## src/design/ffba_pkg.sv

```systemverilog
// Shared types and constants for the first-fit block allocator.
// Used by ffba_cell and first_fit_block_allocator_unit; no dependencies.
`default_nettype none
package ffba_pkg;

  // Field widths fixed by the pool's address space
  localparam int unsigned BYTE_W = 15;
  // Widest segment index and count that the broadcast bus carries
  localparam int unsigned IDX_W  = 10;
  localparam int unsigned CNT_W  = 11;

  // Parameter defaults
  localparam int unsigned DEF_POOL_BYTES   = 32768;
  localparam int unsigned DEF_HEADER_BYTES = 40;
  localparam int unsigned DEF_MAX_SEGMENTS = 512;

  // Opcodes of an input transaction
  localparam logic OP_ALLOC = 1'b0;
  localparam logic OP_FREE  = 1'b1;

  // Actions broadcast to the row of cells
  localparam logic [1:0] ACT_NONE  = 2'd0;
  localparam logic [1:0] ACT_ALLOC = 2'd1;
  localparam logic [1:0] ACT_FREE  = 2'd2;
  localparam logic [1:0] ACT_MERGE = 2'd3;

  // One segment entry
  typedef struct packed {
    logic [BYTE_W-1:0] start;
    logic [BYTE_W-1:0] size;
    logic              free;
  } seg_t;

  // Broadcast command from the controller to every cell
  typedef struct packed {
    logic [1:0]        act;
    logic              op;
    logic [BYTE_W-1:0] req;
    logic [BYTE_W-1:0] addr;
    logic [IDX_W-1:0]  w;
    logic [CNT_W-1:0]  cnt;
    logic              split;
    logic              merge;
  } cmd_t;

  // Status from one cell; all but hit are zero unless the cell is concerned
  typedef struct packed {
    logic              hit;
    logic              split_ok;
    logic              next_free;
    logic              prev_free;
    logic [BYTE_W-1:0] grant;
  } flags_t;

endpackage
`default_nettype wire

```

## src/design/ffba_cell.sv

```systemverilog
// One segment cell of the allocator row: holds an entry, compares it with
// the broadcast request and shifts to or from its neighbours. Uses ffba_pkg.
`default_nettype none
module ffba_cell #(
  parameter int unsigned IDX          = 0,
  parameter int unsigned POOL_BYTES   = ffba_pkg::DEF_POOL_BYTES,
  parameter int unsigned HEADER_BYTES = ffba_pkg::DEF_HEADER_BYTES
) (
  input  wire logic            clk,
  input  wire logic            rst,
  input  wire ffba_pkg::cmd_t  cmd,
  input  wire ffba_pkg::seg_t  left,
  input  wire ffba_pkg::seg_t  right,
  output ffba_pkg::seg_t       seg,
  output ffba_pkg::flags_t     flags
);

  localparam logic [ffba_pkg::BYTE_W-1:0] HDR = ffba_pkg::BYTE_W'(HEADER_BYTES);

  logic valid, is_w, is_prev, above_w;
  logic [ffba_pkg::BYTE_W:0]   hdr_addr;
  logic [ffba_pkg::BYTE_W-1:0] rem;

  // Position relative to the selected entry
  assign valid   = ffba_pkg::CNT_W'(IDX) < cmd.cnt;
  assign is_w    = ffba_pkg::IDX_W'(IDX) == cmd.w;
  assign is_prev = ffba_pkg::CNT_W'(IDX + 1) == {1'b0, cmd.w};
  assign above_w = ffba_pkg::IDX_W'(IDX) > cmd.w;
  assign hdr_addr = {1'b0, seg.start} + {1'b0, HDR};
  assign rem      = seg.size - cmd.req;

  // Match and neighbour status
  always_comb begin
    flags.hit       = valid && ((cmd.op == ffba_pkg::OP_FREE) ?
                      (hdr_addr == {1'b0, cmd.addr}) :
                      (seg.free && (seg.size >= cmd.req)));
    flags.split_ok  = is_w && (rem > HDR);
    flags.next_free = is_w && (ffba_pkg::CNT_W'(IDX + 1) < cmd.cnt) && right.free;
    flags.prev_free = is_prev && seg.free;
    flags.grant     = is_w ? hdr_addr[ffba_pkg::BYTE_W-1:0] : '0;
  end

  // Entry update
  always_ff @(posedge clk) begin
    if (rst) begin
      seg.free <= (IDX == 0);
      if (IDX == 0) begin
        seg.start <= '0;
        seg.size  <= ffba_pkg::BYTE_W'(POOL_BYTES - HEADER_BYTES);
      end
    end else begin
      case (cmd.act)
        ffba_pkg::ACT_ALLOC: begin
          if (is_w) begin
            seg.free <= 1'b0;
            if (cmd.split) seg.size <= cmd.req;
          end else if (cmd.split && ffba_pkg::CNT_W'(IDX) == {1'b0, cmd.w} + 1'b1) begin
            seg.start <= left.start + HDR + cmd.req;
            seg.size  <= left.size - cmd.req - HDR;
            seg.free  <= 1'b1;
          end else if (cmd.split && above_w) begin
            seg <= left;
          end
        end
        ffba_pkg::ACT_FREE: begin
          if (is_w) begin
            seg.free <= 1'b1;
            if (cmd.merge) seg.size <= seg.size + right.size + HDR;
          end else if (cmd.merge && above_w) begin
            seg <= right;
          end
        end
        ffba_pkg::ACT_MERGE: begin
          if (cmd.merge && is_prev) begin
            seg.size <= seg.size + right.size + HDR;
          end else if (cmd.merge && (is_w || above_w)) begin
            seg <= right;
          end
        end
        default: begin
        end
      endcase
    end
  end

endmodule
`default_nettype wire

```

## config.mk

```make
export PLATFORM = sky130hd
export DESIGN_NAME = ffba_cell
export DESIGN_NICKNAME = d
export VERILOG_FILES = /design/src/design/ffba_pkg.sv /design/src/design/ffba_cell.sv
export SDC_FILE = /design/constraint.sdc
export NUM_CORES = 1
export LEC_CHECK = 0
export CORE_MARGIN = 5
export CORE_UTILIZATION = 50
export CTS_BUF_LIST = sky130_fd_sc_hd__clkbuf_8
export CTS_CLUSTER_SIZE = 8
export DETAILED_ROUTE_END_ITERATION = 8
export DONT_BUFFER_PORTS = 1
export GPL_ROUTABILITY_DRIVEN = 0
export PLACE_DENSITY = 0.63
export SLEW_MARGIN = 20
export SYNTH_ARGS = -nofsm -noshare
export SYNTH_HDL_FRONTEND = slang
export SYNTH_SLANG_ARGS = --single-unit
```

## constraint.sdc

```tcl
create_clock -name clk -period 5.1 [get_ports clk]
set_input_delay 1.02 -clock clk [delete_from_list [all_inputs] [get_ports clk]]
set_output_delay 1.02 -clock clk [all_outputs]
set_load 0.01 [all_outputs]
```

# ---- Word level (Yosys, flattened, before mapping)
# Cells that the tools add are included.
dict set report totals {
  regBits 31
  input_bits 120
  out_inout_bits 50
  word_cells 67
}
dict set report classes {
  n_addsub 9
  magnitude_cmp 5
  eq_ne 16
  muxes 16
  reduce_logical 18
}
# operator count
set op_table {}
lappend op_table {{$mux 31} 4}
lappend op_table {{$mux 15} 7}
lappend op_table {{$pmux 31 s3} 1}
lappend op_table {{$mux 16} 2}
lappend op_table {{$add 15x15->15} 2}
lappend op_table {{$add 15x6->15 const B} 2}
lappend op_table {{$sub 15x15->15} 2}
lappend op_table {{$lt 1x11->1 const A} 2}
lappend op_table {{$add 15x6->16 const B} 1}
lappend op_table {{$eq 16x15->1} 1}
lappend op_table {{$ge 15x15->1} 1}
lappend op_table {{$gt 15x6->1 const B} 1}
lappend op_table {{$ne 3x3->1 const B} 5}
lappend op_table {{$sub 15x6->15 const B} 1}
lappend op_table {{$add 10x1->11 const B} 1}
lappend op_table {{$logic_and 1x1->1} 11}
lappend op_table {{$logic_not 11->1} 1}
lappend op_table {{$eq 1x10->1 const A} 1}
lappend op_table {{$gt 1x10->1 const A} 1}
lappend op_table {{$logic_not 10->1} 1}
lappend op_table {{$ne 2x2->1 const B} 5}
lappend op_table {{$reduce_and 7->1} 1}
lappend op_table {{$reduce_and 6->1} 1}
lappend op_table {{$reduce_and 5->1} 1}
lappend op_table {{other kinds (6)} 8}

# ---- Longest topological paths before layout
dict set report depth {
  word_depth 6
  mapped_depth 11
}

# ---- Worst setup path after synthesis
# OpenSTA, ideal clock, no wires.
dict set report synth_path {
  path_kind {input -> output}
  start {input cmd[39] in the netlist's numbering}
  end {output flags[17] in the netlist's numbering}
  t_arrival_ns 2.899
  t_required_ns 4.080
  setup_slack_ns 1.181
  stages 9
  path_buffers 0
  path_cell_list {inv_1 > ha_1 > nor2b_1 > o31a_1 > o311a_1 > o311a_1 > o221ai_1 > o41ai_1 > a41oi_1}
}
# element line_no
set synth_rtl {}
lappend synth_rtl {{start: declaration} ffba_cell.sv:11} ;# input wire ffba_pkg::cmd_t cmd,
lappend synth_rtl {{end: declaration} ffba_cell.sv:15} ;# output ffba_pkg::flags_t flags

==> impl_metrics.tcl <==
set metrics [dict create \
    status "finished, final reports clean" \
    hold_ws_ps 582 \
    critPathMaxFanout 4 \
    clkPwrFrac 0.335 \
    power.density_mw_per_mm2 157 \
    drtIter0Drc 290 \
    netlist_instances 486 \
    synth_seq_cells 31 \
    cts-resized-gates 0 \
    vias 3563 \
    synth-main-ff-cell "dfxtp_1" \
    hold_path_class "reg2reg" \
    layout.cells.most_common "nor2_1" \
    min_path_cells 2 \
    diodes 0 \
    grt_util_all_layers 0.235 \
    stdcell_area_mm2 0.00377 \
    nNetsFinal 642 \
    grt_pass1_wl_um 16700 \
    cp.required_ps 4080 \
    p_leak_nw 1.55 \
    via_per_inst 6.18 \
    rows 31 \
    period_share 0.830 \
    ys_seq_area_frac 0.172 \
    yosysWarningCount 0 \
    ys_types 56 \
    largest_register "seg" \
    syn_area_mm2 0.00361 \
    synth_edf_count 0 \
    grt_overflow 0 \
    syn_to_final_growth_pct 4.44 \
    utilization 0.528 \
    dieWidth_um 95.0 \
    tritoncts "built" \
    tns_ps 0 \
    crit_type "in2out" \
    postSynthAreaPerCell_um2 7.42 \
    post_cts_buffers 0 \
    port_buffers 0 \
    rr_worst_depth 11 \
    combPwrFrac 0.254 \
    die_h_um 95.0 \
    postPlaceCellArea_mm2 0.00368 \
    p_sw_uw 176 \
    grt_max_degree 37 \
    routedWlPerCell_um 18.9 \
    finClkSkew_ps 2.28 \
    io_pins 170 \
    p_seq_frac 0.410 \
    fmax_mhz 236 \
    grt_pass1_vias 3289 \
    cts.sinks 31 \
    ctsHtreeMaxLevel 2 \
    synth.top_cell.area_share 0.172 \
    cts.clk_slew.worst_paths_ps 60 \
    clk_path_buf_depth 2 \
    swShare 0.298 \
    crit_path_end_kind "output pin" \
    synth.net_count 650 \
    drcViolationCount 0 \
    vdd_drop_max_mv 0.0913 \
    cp-start-kind "input pin" \
    clkLatencyLatePin_ps 280 \
    synth.area.top_cells "dfxtp_1, ha_1, nor2_1, mux2i_1, xnor2_1" \
    power_uw 591 \
    rsz0062_at_grt "false" \
    cts_buffers 5 \
    initial_utilization 0.506 \
    wl_um 10900 \
    drv_cap 0 \
    setup_viol 0 \
    firstDrtPassIters 5 \
    hold_buffers 0 \
    tightest_slew_ps 1020 \
    hold_viol_final 0 \
    top_regs "seg x31" \
    slew_headroom 0.316 \
    timing.final.crit_period_ps 4230 \
    core_mm2 0.00714 \
    synthArstFlopShare 0 \
    drive_above_1_share 0.0377 \
    ant_nets 0 \
    clock-root-buffer "clkbuf_8" \
    drv_slew 0 \
    antenna_found_initial 0 \
    die_area_mm2 0.00902 \
    intPower_uw 415 \
    largest_reg_flops 31 \
    mostFrequentLayoutCells "nor2_1, ha_1, nand2_1" \
    worstPathArrival_ps 3210 \
    synth_area_leader_cell "dfxtp_1" \
    final.fill_count 736 \
    dp_hpwl_um 8930 \
]
power by group through the flow:
| stage | clock (mW) | sequential (mW) | combinational, mW |
|---|---|---|---|
| after global placement | 0 | 0.248 | 0.144 |
| after detailed placement | 0 | 0.248 | 0.147 |
| after global routing | 0.212 | 0.242 | 0.169 |
| final | 0.198 | 0.242 | 0.150 |
| after CTS | 0.202 | 0.242 | 0.148 |
| after floorplan | 0 | 0.248 | 0.126 |
cell usage after synthesis (all sizes together), types with 5 or more instances:
cell / n
nor2: 61
a21oi: 31
nand3: 12
a221oi: 7
inv: 36
xor2: 19
and2: 7
a211oi: 7
o211ai: 5
o21ai: 25
a21o: 8
nor3: 10
buf: 6
clkbuf: 10
nand2: 41
a31oi: 5
and3: 8
ha: 43
nand4: 6
mux2i: 20
nor4: 8
xnor2: 21
dfxtp: 31
cell families (layout without fill, tap and decap cells):
logic type      after synthesis  after routing  share of synthesized area
compound gates              123            123                      0.227
xor+xnor                     40             40                     0.0971
fa+ha+maj                    44             44                      0.155
buf+inv                      52             44                     0.0555
flops                        31             31                      0.172
mux                          20             20                     0.0555
simple gates                176            176                      0.238
area by class of cell:
class                   instances  area [µm²]  area share
clock inverters                 1        5.00     0.00133
inverters                      36         135      0.0359
multi-input cells             403        2790       0.741
well taps                      99         124      0.0329
flip-flops and latches         31         621       0.165
repair buffers                  1        7.51     0.00199
clock buffers                   6        82.6      0.0219
routing by layer:
layer	part of all wire	global-route usage	wire (µm)
met1	0.44	0.325	4790
met2	0.46	0.360	4980
met5	0	0	0
met4	0.018	0.0685	201
met3	0.086	0.0558	937
worst max-delay path, stage by stage:
cell,delay [ps]
inv_1,20
ha_1,290
nor2b_1,160
o31a_1,270
o311a_1,360
o31ai_1,400
a31oi_1,160
mux2i_1,140
a41oi_1,380
per-stage QoR:
step | setup slack (ps) | instances
finish | 866 | 577
CTS | 935 | 577
floorplan | 1180 | 486
global placement | 978 | 570
global route | 654 | 577
detailed placement | 939 | 570
worst paths after layout:
check                           slack (ps)        end    start
worst max-delay path                   870  flags[17]  cmd[39]
worst max register to register        2300    seg[12]   seg[2]
worst min-delay path                   580     seg[6]   seg[6]
worst min register to register         580     seg[6]   seg[6]
Note: power is estimated with default switching activity, not from simulation.
